===== config.mk =====
export PLATFORM = sky130hd
export DESIGN_NAME = alternating_gait_velocity_profile_unit
export DESIGN_NICKNAME = d
export VERILOG_FILES = /design/src/hdl/agvp_pkg.sv /design/src/hdl/alternating_gait_velocity_profile_unit.sv /design/src/hdl/agvp_seq.sv /design/src/hdl/agvp_dp.sv
export SDC_FILE = /design/constraint.sdc
export NUM_CORES = 1
export LEC_CHECK = 0
export ABC_AREA = 1
export BUFFER_PORTS_ARGS = -buffer_cell sky130_fd_sc_hd__buf_4
export CORE_MARGIN = 10
export CORE_UTILIZATION = 55
export CTS_CLUSTER_DIAMETER = 40
export DETAILED_ROUTE_END_ITERATION = 10
export PLACE_DENSITY = 0.81
export SYNTH_ARGS = -nofsm -noshare
export SYNTH_HDL_FRONTEND = slang
export SYNTH_SLANG_ARGS = --single-unit

===== constraint.sdc =====
create_clock -name clk -period 6.7 [get_ports clk]
set_input_delay 0.335 -clock clk [delete_from_list [all_inputs] [get_ports clk]]
set_output_delay 0.335 -clock clk [all_outputs]
set_load 0.02 [all_outputs]

===== src/hdl/agvp_pkg.sv =====
// shared types, constants and control program for the alternating gait velocity profile unit
// no dependencies; imported by agvp_seq, agvp_dp and the top level
package agvp_pkg;

  localparam int TABLE_LEN = 20;
  localparam int TIW       = $clog2(TABLE_LEN);
  localparam int PROG_LEN  = 10;
  localparam int PCW       = $clog2(PROG_LEN);

  localparam logic [15:0] CYCLE_LEN_RST  = 16'd1000;
  localparam logic [15:0] PEAK_SPEED_RST = 16'd10240;

  // operation codes of an input item
  localparam logic OP_UPDATE = 1'b0;
  localparam logic OP_START  = 1'b1;

  // configuration register indexes
  localparam logic REG_CYCLE_LEN  = 1'b0;
  localparam logic REG_PEAK_SPEED = 1'b1;

  // leg and phase codes
  localparam logic [1:0] CODE_ONE = 2'd1;
  localparam logic [1:0] CODE_TWO = 2'd2;

  typedef struct packed {
    logic        operation;
    logic [31:0] now_ms;
  } agvp_in_t;

  typedef struct packed {
    logic signed [16:0] drive_velocity;
    logic [1:0]         motor_one_phase;
    logic [1:0]         motor_two_phase;
    logic [1:0]         lifting_leg;
  } agvp_out_t;

  typedef enum logic [3:0] {
    A_NOP      = 4'd0,
    A_FETCH    = 4'd1,
    A_START    = 4'd2,
    A_ELAPSED  = 4'd3,
    A_WRAP     = 4'd4,
    A_DIV_LOAD = 4'd5,
    A_DIV      = 4'd6,
    A_LOOKUP   = 4'd7,
    A_MUL      = 4'd8,
    A_EMIT     = 4'd9
  } agvp_act_t;

  typedef enum logic [2:0] {
    C_NEVER    = 3'd0,
    C_ALWAYS   = 3'd1,
    C_NO_INPUT = 3'd2,
    C_START    = 3'd3,
    C_LEN_ZERO = 3'd4,
    C_DIV_MORE = 3'd5,
    C_OUT_BUSY = 3'd6
  } agvp_cond_t;

  typedef struct packed {
    agvp_act_t        act;
    agvp_cond_t       cond;
    logic [PCW-1:0]   target;
  } agvp_word_t;

  typedef struct packed {
    logic no_input;
    logic is_start;
    logic len_zero;
    logic div_more;
    logic out_busy;
  } agvp_stat_t;

  // control program: jump to target when the condition holds, else fall through
  function automatic agvp_word_t agvp_rom(input logic [PCW-1:0] pc);
    agvp_word_t w;
    case (pc)
      PCW'(0): w = '{A_FETCH,    C_NO_INPUT, PCW'(0)};
      PCW'(1): w = '{A_START,    C_START,    PCW'(0)};
      PCW'(2): w = '{A_ELAPSED,  C_NEVER,    PCW'(0)};
      PCW'(3): w = '{A_WRAP,     C_NEVER,    PCW'(0)};
      PCW'(4): w = '{A_DIV_LOAD, C_LEN_ZERO, PCW'(6)};
      PCW'(5): w = '{A_DIV,      C_DIV_MORE, PCW'(5)};
      PCW'(6): w = '{A_LOOKUP,   C_NEVER,    PCW'(0)};
      PCW'(7): w = '{A_MUL,      C_NEVER,    PCW'(0)};
      PCW'(8): w = '{A_EMIT,     C_OUT_BUSY, PCW'(8)};
      PCW'(9): w = '{A_NOP,      C_ALWAYS,   PCW'(0)};
      default: w = '{A_NOP,      C_ALWAYS,   PCW'(0)};
    endcase
    return w;
  endfunction

  // normalized velocity curve, unsigned Q0.16
  function automatic logic [15:0] agvp_curve(input logic [TIW-1:0] idx);
    logic [15:0] v;
    case (idx)
      TIW'(0):  v = 16'd20840;
      TIW'(1):  v = 16'd46989;
      TIW'(2):  v = 16'd62456;
      TIW'(3):  v = 16'd58917;
      TIW'(4):  v = 16'd49938;
      TIW'(5):  v = 16'd38011;
      TIW'(6):  v = 16'd28770;
      TIW'(7):  v = 16'd24576;
      TIW'(8):  v = 16'd24510;
      TIW'(9):  v = 16'd27132;
      TIW'(10): v = 16'd28836;
      TIW'(11): v = 16'd27525;
      TIW'(12): v = 16'd23462;
      TIW'(13): v = 16'd18285;
      TIW'(14): v = 16'd14221;
      TIW'(15): v = 16'd11534;
      TIW'(16): v = 16'd10551;
      TIW'(17): v = 16'd9830;
      TIW'(18): v = 16'd7602;
      TIW'(19): v = 16'd4194;
      default:  v = 16'd4194;
    endcase
    return v;
  endfunction

endpackage


===== src/hdl/alternating_gait_velocity_profile_unit.sv =====
// top level of the alternating gait velocity profile unit
// depends on agvp_pkg, agvp_seq and agvp_dp
//
// Start items end after the start step; update items go on through the
// elapsed, wrap, divide, lookup, multiply and emit steps (the divide steps
// are skipped when the cycle length is zero); the emit step waits while the
// output register is still full. They follow a ten-step control program in
// which the curve index comes from a restoring divider that resolves one
// quotient bit per cycle. A finished result waits in the output register while
// the next item is taken in. Config writes are always ready and apply at once;
// write them only while idle.
module alternating_gait_velocity_profile_unit import agvp_pkg::*; #(
  parameter int CURVE_POINTS = 20
) (
  input  logic        clk,
  input  logic        rst,
  input  logic        in_valid,
  output logic        in_ready,
  input  agvp_in_t    in_data,
  output logic        out_valid,
  input  logic        out_ready,
  output agvp_out_t   out_data,
  input  logic        cfg_valid,
  output logic        cfg_ready,
  input  logic        cfg_index,
  input  logic [15:0] cfg_data
);

  agvp_word_t word;
  agvp_stat_t stat;

  agvp_seq u_seq (
    .clk  (clk),
    .rst  (rst),
    .stat (stat),
    .word (word)
  );

  agvp_dp #(
    .CURVE_POINTS (CURVE_POINTS)
  ) u_dp (
    .clk       (clk),
    .rst       (rst),
    .word      (word),
    .stat      (stat),
    .in_valid  (in_valid),
    .in_ready  (in_ready),
    .in_data   (in_data),
    .out_valid (out_valid),
    .out_ready (out_ready),
    .out_data  (out_data),
    .cfg_valid (cfg_valid),
    .cfg_ready (cfg_ready),
    .cfg_index (cfg_index),
    .cfg_data  (cfg_data)
  );

endmodule


===== src/hdl/agvp_seq.sv =====
// microcode sequencer: step counter, program table lookup and conditional jumps
// depends on agvp_pkg
module agvp_seq import agvp_pkg::*; (
  input  logic       clk,
  input  logic       rst,
  input  agvp_stat_t stat,
  output agvp_word_t word
);

  logic [PCW-1:0] pc;
  logic [PCW-1:0] pc_next;
  logic           jump;

  assign word = agvp_rom(pc);

  always_comb begin
    case (word.cond)
      C_NEVER:    jump = 1'b0;
      C_ALWAYS:   jump = 1'b1;
      C_NO_INPUT: jump = stat.no_input;
      C_START:    jump = stat.is_start;
      C_LEN_ZERO: jump = stat.len_zero;
      C_DIV_MORE: jump = stat.div_more;
      C_OUT_BUSY: jump = stat.out_busy;
      default:    jump = 1'b1;
    endcase
    pc_next = jump ? word.target : pc + PCW'(1);
  end

  always_ff @(posedge clk) begin
    if (rst) begin
      pc <= '0;
    end else begin
      pc <= pc_next;
    end
  end

`ifndef SYNTHESIS
  a_pc_in_program: assert property (@(posedge clk) disable iff (rst)
    32'(pc) < PROG_LEN)
    else $error("step counter outside the program");

  a_jump_taken: assert property (@(posedge clk) disable iff (rst)
    jump |=> pc == $past(word.target))
    else $error("conditional jump did not reach its target");
`endif

endmodule


===== src/hdl/agvp_dp.sv =====
// datapath: config registers, cycle state, restoring divider, curve lookup,
// scaling multiplier and output register; depends on agvp_pkg
module agvp_dp import agvp_pkg::*; #(
  parameter int CURVE_POINTS = 20
) (
  input  logic       clk,
  input  logic       rst,
  input  agvp_word_t word,
  output agvp_stat_t stat,
  input  logic       in_valid,
  output logic       in_ready,
  input  agvp_in_t   in_data,
  output logic       out_valid,
  input  logic       out_ready,
  output agvp_out_t  out_data,
  input  logic       cfg_valid,
  output logic       cfg_ready,
  input  logic       cfg_index,
  input  logic [15:0] cfg_data
);

  localparam int QW = $clog2(CURVE_POINTS);
  localparam int DW = 16 + QW;
  localparam int CW = ((QW > TIW) ? QW : TIW) + 1;
  localparam logic [CW-1:0] PTS_LAST = CW'(CURVE_POINTS - 1);
  localparam logic [CW-1:0] TAB_LAST = CW'(TABLE_LEN - 1);

  logic [15:0]   cycle_len;
  logic [15:0]   peak_speed;
  logic [31:0]   origin;
  logic          leg_two;
  logic          op;
  logic [31:0]   now_r;
  logic [31:0]   elapsed;
  logic [DW-1:0] rem;
  logic [QW-1:0] q;
  logic [QW-1:0] cnt;
  logic [15:0]   curve;
  logic [31:0]   prod;

  logic [DW-1:0] div_shift;
  logic [CW-1:0] qx;
  logic [CW-1:0] idx;
  logic [32:0]   rounded;
  logic [16:0]   mag;
  logic          emit;

  assign in_ready  = (word.act == A_FETCH);
  assign cfg_ready = 1'b1;

  assign stat.no_input = !in_valid;
  assign stat.is_start = (op == OP_START);
  assign stat.len_zero = (cycle_len == 16'd0);
  assign stat.div_more = (cnt != '0);
  assign stat.out_busy = out_valid && !out_ready;

  assign emit = (word.act == A_EMIT) && !stat.out_busy;

  always_comb begin
    div_shift = DW'(cycle_len) << cnt;
    qx = CW'(q);
    idx = qx;
    if (idx > PTS_LAST) begin
      idx = PTS_LAST;
    end
    if (idx > TAB_LAST) begin
      idx = TAB_LAST;
    end
    // round half up back to q8.8
    rounded = 33'(prod) + 33'd32768;
    mag = rounded[32:16];
  end

  always_ff @(posedge clk) begin
    if (rst) begin
      cycle_len  <= CYCLE_LEN_RST;
      peak_speed <= PEAK_SPEED_RST;
      origin     <= '0;
      leg_two    <= 1'b0;
      out_valid  <= 1'b0;
    end else begin
      if (cfg_valid) begin
        case (cfg_index)
          REG_CYCLE_LEN:  cycle_len  <= cfg_data;
          REG_PEAK_SPEED: peak_speed <= cfg_data;
          default: ;
        endcase
      end
      // a new item may replace the one taken in the same cycle
      if (emit) begin
        out_valid <= 1'b1;
      end else if (out_valid && out_ready) begin
        out_valid <= 1'b0;
      end
      case (word.act)
        A_START: begin
          if (op == OP_START) begin
            origin  <= now_r;
            leg_two <= 1'b0;
          end
        end
        A_WRAP: begin
          if (elapsed >= 32'(cycle_len)) begin
            leg_two <= !leg_two;
            origin  <= now_r;
          end
        end
        default: ;
      endcase
    end
  end

  always_ff @(posedge clk) begin
    if (in_valid && in_ready) begin
      op    <= in_data.operation;
      now_r <= in_data.now_ms;
    end
    case (word.act)
      A_ELAPSED: elapsed <= now_r - origin;
      A_WRAP: begin
        if (elapsed >= 32'(cycle_len)) begin
          elapsed <= '0;
        end
      end
      A_DIV_LOAD: begin
        rem <= DW'(elapsed[15:0]) * DW'(CURVE_POINTS);
        q   <= '0;
        cnt <= QW'(QW - 1);
      end
      A_DIV: begin
        // one quotient bit per step, msb first
        if (rem >= div_shift) begin
          rem <= rem - div_shift;
          q   <= q | (QW'(1) << cnt);
        end
        if (cnt != '0) begin
          cnt <= cnt - QW'(1);
        end
      end
      A_LOOKUP: curve <= agvp_curve(idx[TIW-1:0]);
      A_MUL:    prod  <= 32'(curve) * 32'(peak_speed);
      default: ;
    endcase
    if (emit) begin
      out_data.drive_velocity  <= leg_two ? $signed(17'd0 - mag) : $signed(mag);
      out_data.motor_one_phase <= leg_two ? CODE_TWO : CODE_ONE;
      out_data.motor_two_phase <= leg_two ? CODE_ONE : CODE_TWO;
      out_data.lifting_leg     <= leg_two ? CODE_TWO : CODE_ONE;
    end
  end

`ifndef SYNTHESIS
  a_quot_bound: assert property (@(posedge clk) disable iff (rst)
    (word.act == A_LOOKUP) |-> (CW'(q) < CW'(CURVE_POINTS)))
    else $error("curve index quotient beyond the point count");

  a_start_resets: assert property (@(posedge clk) disable iff (rst)
    (word.act == A_START && op == OP_START) |=> (!leg_two && origin == $past(now_r)))
    else $error("start item did not restart the cycle on leg one");
`endif

endmodule


# [Yosys cells after proc, flatten, opt, wreduce, memory -nomap -nowiden]
# Memories as Yosys holds them, arrays and structs flattened. A register that Yosys moved wholly into a read port is not among the register bits.
# Index checks and enable logic that the tools add are counted.
[word_totals] ff_bits=219 romBits=688 input_bits=55 out_inout_bits=26 wordCells=97 mem_count=2
[mem_list] name="(name not given)" depth=32 width=16 rd=1 rd_clocked_by_memory_dff=1 wr=0 line_no="agvp_pkg.sv:96" source="case (idx)"
[mem_list] name="(name not given)" depth=16 width=11 rd=1 rd_clocked_by_memory_dff=1 wr=0 line_no="agvp_pkg.sv:77" source="case (pc)"
[op_classes] n_addsub=6 multipliers=2 n_lt_le_gt_ge=4 n_eq_ne=18 shifts=2 muxes=24 bitwise_logic=2 reduce_logical=21
[ops] cell="case mux 32 bit (2 select lines)" count=2
[ops] cell="2-to-1 mux 32 bit" count=3
[ops] cell="case mux 21 bit (2 select lines)" count=1
[ops] cell="adder 32 x 16 -> 33 bit (second input constant)" count=1
[ops] cell=">= comparator 32 x 16 -> 1 bit" count=1
[ops] cell="multiplier 16 x 16 -> 32 bit" count=1
[ops] cell="subtractor 32 bit" count=1
[ops] cell=">= comparator 21 bit" count=1
[ops] cell="2-to-1 mux 21 bit" count=1
[ops] cell="<< shifter 16 x 5 -> 21 bit" count=1
[ops] cell="subtractor 21 bit" count=1
[ops] cell="2-to-1 mux 5 bit" count=4
[ops] cell="case mux 5 bit (2 select lines)" count=2
[ops] cell="multiplier 16 x 3 -> 19 bit (second input constant)" count=1
[ops] cell="2-to-1 mux 17 bit" count=1
[ops] cell="subtractor 1 x 17 -> 17 bit (first input constant)" count=1
[ops] cell="equality test 4 x 3 -> 1 bit (second input constant)" count=4
[ops] cell="logical NOT 16 bit" count=1
[ops] cell="AND reduction 2 bit" count=5
[ops] cell="equality test 3 bit (second input constant)" count=3
[ops] cell="equality test 4 x 2 -> 1 bit (second input constant)" count=2
[ops] cell="equality test 4 bit (second input constant)" count=2
[ops] cell="2-to-1 mux 4 bit" count=2
[ops] cell="nonzero test 2 bit" count=4
[ops] cell="20 further kinds" count=33

# [Depth between registers and ports, before layout]
[depth] depth_word=5 ltp_mapped=26 depth_no_buf=25

# [By module]
# A second synthesis with hierarchy kept.
[hier_totals] cells_unflattened=3201 hier_area_um2=23867.9
[by_module_without_submodules] mod="agvp_dp" instances=1 cells_each=3108 area_per_inst_um2=23094.6 seq_area_each_um2=5765.5
[by_module_without_submodules] mod="agvp_seq" instances=1 cells_each=93 area_per_inst_um2=773.2 seq_area_each_um2=300.3

# [Least setup slack after synthesis]
# OpenSTA, ideal clock, no wires.
[synth_timing] path_type="flip-flop to flip-flop" start="register u_dp.peak_speed[15]" end="register u_dp.prod[28] (data pin)" setup_time_ns=0.260 arrival_ns=5.252 required_ns=6.440 path_slack_ns=1.188 path_stages_with_launch=20 path_buffers=2 synth_period_minus_slack_ns=5.512 path_cell_list="dfxtp_1 -> clkbuf_1 -> clkbuf_1 -> nand2_1 -> fa_1 -> fa_1 -> inv_1 -> fa_1 -> fa_1 -> fa_1 -> inv_1 -> fa_1 -> inv_1 -> ha_1 -> a21oi_1 -> o21ai_0 -> a21oi_1 -> o21a_1 -> nand2_1 -> xor2_1"
[synth_via] elab_chain_cells=1
[synth_lines] item="start, declared" line_no="agvp_dp.sv:29" source="logic [15:0] peak_speed;"
[synth_lines] item="start signal, assigned" line_no="agvp_dp.sv:85" source="REG_PEAK_SPEED: peak_speed <= cfg_data;"
[synth_lines] item="multiplier 16 x 16 -> 32 bit" line_no="agvp_dp.sv:141" source="A_MUL: prod <= 32'(curve) * 32'(peak_speed);"
[synth_lines] item="end signal, assigned" line_no="agvp_dp.sv:141"
[synth_lines] item="end, declared" line_no="agvp_dp.sv:39" source="logic [31:0] prod;"
# No other way between the ends.
# A chain may end at the register's enable or synchronous reset.

# [Final worst setup path]
[layout_timing] start="register u_dp.peak_speed[10]" end="register u_dp.prod[28] (data pin)"
# Same word-level chain as after synthesis.

==> metrics.md <==
| Metric | Value |
|---|---|
| Ys async rst share | 0% |
| Synthesized Nets | 3601 |
| Total GRT Usage | 24.0% |
| Worst slew pin tran | 1.25 ns |
| Die width | 227 um |
| Slowest cell on the critical path | dfxtp_1 |
| Number of enable flip-flop cells after synthesis | 148 |
| Comb pwr share | 59.5% |
| Sw Ratio | between 40% and 50% |
| Worst rel slew slack | 16.3% |
| 1st-iter DRT viols | 1875 |
| PwrDens | 421 nW/um^2 |
| Grt total ovfl | 0 |
| Resized Gates After CTS | 0 |
| Psw | 5.28 mW |
| Detail Route Antenna Nets | 0 |
| Largest net degree at the start of global routing | 70 |
| Worst Setup Slack, final | 0.810 ns |
| Vias in the first global route | 19739 |
| Critical Path Most Common Cell | fa_1 |
| Crit start category | flop |
| Status | finished clean |
| Register Area | 6070 um^2 |
| Detailed placement HPWL | 48400 um |
| Register bit total from synthesis | 229 |
| Leading cell type in the layout, fill and taps excluded | nand2_1 |
| Die area | 51600 um^2 |
| Cells after synthesis | 3138 |
| Die height | 227 um |
| Min Tclk post-route | 5.89 ns |
| Clock Power Share | 18.4% |
| Final net count | roughly 3700 |
| Port Buffers | 79 |
| Filler cells | 3629 |
| Remaining DRCs | 0 |
| Final WL | 61700 um |
| Max incr delay on CP | 0.79 ns |
| # rows | 75 |
| Clock skew | ~0.028 ns |
| Maximum clock frequency | around 170 MHz |
| Final period utilization | 87.9% |
| Antenna violations before repair | 7 |
| Vias | 20390 |
| Max-slew violations | 0 |
| RSZ-0062 raised after global routing | false |
| Setup CP Type | flop to flop |
| Worst-case clock buffer depth | 3 |
| Starting Density | 55.9% |
| Area Growth Syn to Fin | 10.8% |
| Avg WL per Cell | 16.4 um |
| Hold crit path type | primary input to flop |
| Dpl cells | 3651 |
| Final core occ | 62.0% |
| Number of I/O pins | 81 |
| Clock sinks | between 200 and 250 |
| Int Pwr | 5.74 mW |
| Critical path cell sequence | nand2_1 -> fa_1 -> inv_1 -> fa_1 -> fa_1 -> fa_1 -> fa_1 -> inv_1 -> fa_1 -> inv_1 -> ha_1 -> a21oi_1 -> o21ai_0 -> a21oi_1 -> o21a_1 -> nand2_1 -> xor2_1 |
| Clk slew on worst S/H paths | about 0.060 ns |
| Root buffer cell | clkbuf_16 |
| Final setup fails | 0 |
| Clock latency on the worst-skew pair | 0.54 ns |
| Number of post-CTS setup repair buffers | 0 |
| Worst EP required | 6.96 ns |
| Detailed Routing Iterations Pass 1 | 5 |
| Worst Path Arrival | roughly 6.2 ns |
| Seq/Total Area, Yosys | 25.7% |
| GP Congestion | 1.04 |
| CTS tree | built |
| Final Non-Filler Cells | 3756 |
| Total power draw | between 10 and 15 mW |
| Crit-path max FO | 17 |
| Area occupied by multi-input gates | 14800 um^2 |
| Final Hold Fails | 0 |
| Sequential share of power | 22.0% |
| Most used flip-flop cell after synthesis | edfxtp_1 |
| Fraction of layout cells with a size suffix above 1 | under 10% |
| Number of max-cap violations | 0 |
| Core ar. | 42200 um^2 |
| Pre-CTS setup slack | 0.893 ns |
| Via density | 5.43 |
| H-tree levels | 2 |
| Worst Setup End Kind | flop |
| First-pass GRT wire length | 100000 um |
| Worst VDD drop | 0.293 mV |
| Yosys warning total | 0 |
| Cell leakage power | 13.1 nW |
| Synth cell types | 56 |
| Total Neg Setup Slack | 0 ns |
| Syn avg cell area | 7.52 um^2 |
| Total CTS buffers | 39 |
| Most frequent cells in the layout | nand2_1, inv_1, nor2_1 |
| Synth Cell Area | 23600 um^2 |
[sequential cells by signal (all words and copies together), names as in the netlist]
register,flops
u_dp.cnt,5
u_dp.curve,16
u_dp.cycle_len,16
u_dp.elapsed,32
u_dp.leg_two,1
u_dp.now_r,32
u_dp.op,1
u_dp.origin,32
u_dp.out_data,19
u_dp.out_valid,1
u_dp.peak_speed,16
u_dp.prod,17
u_dp.q,5
u_dp.rem,21
u_seq.pc,4
u_seq.word,11
[logic make-up (layout without fill, tap and decap cells)]
logic type	count (synthesis)	in the layout	synth area share (%)
AO/OA/AOI/OAI	454	454	10.4
XOR/XNOR	41	41	1.52
adder cells (fa/ha/maj)	408	408	27.9
buffers and inverters	708	786	11.6
flip-flops	229	229	25.7
multiplexers	4	4	0.170
other	1	2	0.0159
AND/OR/NAND/NOR	1293	1293	22.7
[area by class of cell]
class / instances / area share, %
Timing Repair Buffer: 124 / 3.88
Tap cell: 539 / 2.58
Clock inverter: 23 / 1.19
Inverter: 592 / 8.50
Clock buffer: 47 / 3.96
Multi-Input combinational cell: 2201 / 56.7
Sequential cell: 229 / 23.2
Antenna cell: 1 / 0.00956
[synthesized netlist by cell type (17+ instances only)]
cell type,count,area share [%]
dfxtp_1,81,6.9
a21oi_1,202,4.3
o21bai_1,17,0.54
ha_1,212,11
edfxtp_1,148,19
nand2_1,775,12
nand3_1,132,2.8
buf_2,18,0.38
nor2_1,272,4.3
clkbuf_1,81,1.3
o21ai_0,171,3.6
xor2_1,26,0.96
fa_1,196,17
inv_1,585,9.3
nor3_1,30,0.64
[worst max-delay path, delay by kind of cell, from the launching register on]
kind | cells | cell delay, ns
buffers and inverters | 3 | 0.16
XOR/XNOR | 1 | 0.13
flip-flops | 1 | 0.79
adder cells (fa/ha/maj) | 7 | 3.56
AO/OA/AOI/OAI | 4 | 0.75
AND/OR/NAND/NOR | 2 | 0.22
[routing by layer]
layer | up-vias | track usage (%) | wire length [um]
li1 | 9995 | - | -
met1 | 9392 | 31.4 | 26500
met2 | 863 | 39.3 | 27900
met3 | 128 | 5.61 | 5650
met4 | 12 | 6.56 | 1560
met5 | - | 0 | 80
[path summary, 6_finish.rpt]
path	startpoint	endpoint	slack, ns	cells after the start
setup / recovery	u_dp.peak_speed[10]	u_dp.prod[28]	0.81	17
hold / removal	cfg_data[11]	u_dp.peak_speed[11]	0.03	3
setup reg to reg	u_dp.peak_speed[10]	u_dp.prod[28]	0.81	17
hold reg to reg	u_dp.now_r[11]	u_dp.origin[11]	0.52	2
[power groups by stage]
stage	clock, mW	sequential [mW]	combinational, mW
final	2.03	2.43	6.56
after global routing	2.12	2.46	7.50
after CTS	2.06	2.42	6.49
after detailed placement	0	2.44	6.42
after global placement	0	2.43	6.35
after floorplan	0	2.32	4.91
[through the flow]
| stage | instance area [um^2] | hold WS (ns) |
|---|---|---|
| 2_1_floorplan | 23600 | 0.403 |
| 5_1_grt | 26200 | 0.0521 |
| 3_5_place_dp | 24500 | 0.501 |
| 4_1_cts | 26200 | 0.00312 |
| 3_3_place_gp | 24500 | 0.495 |
| 6_report | 26200 | 0.0292 |
[what timing repair did]
action	in CTS	in global routing
hold buffers	34	0
endpoints found under the setup margin	0	0
endpoints found under the hold margin	34	0
Note: power is estimated with default switching activity, not from simulation.
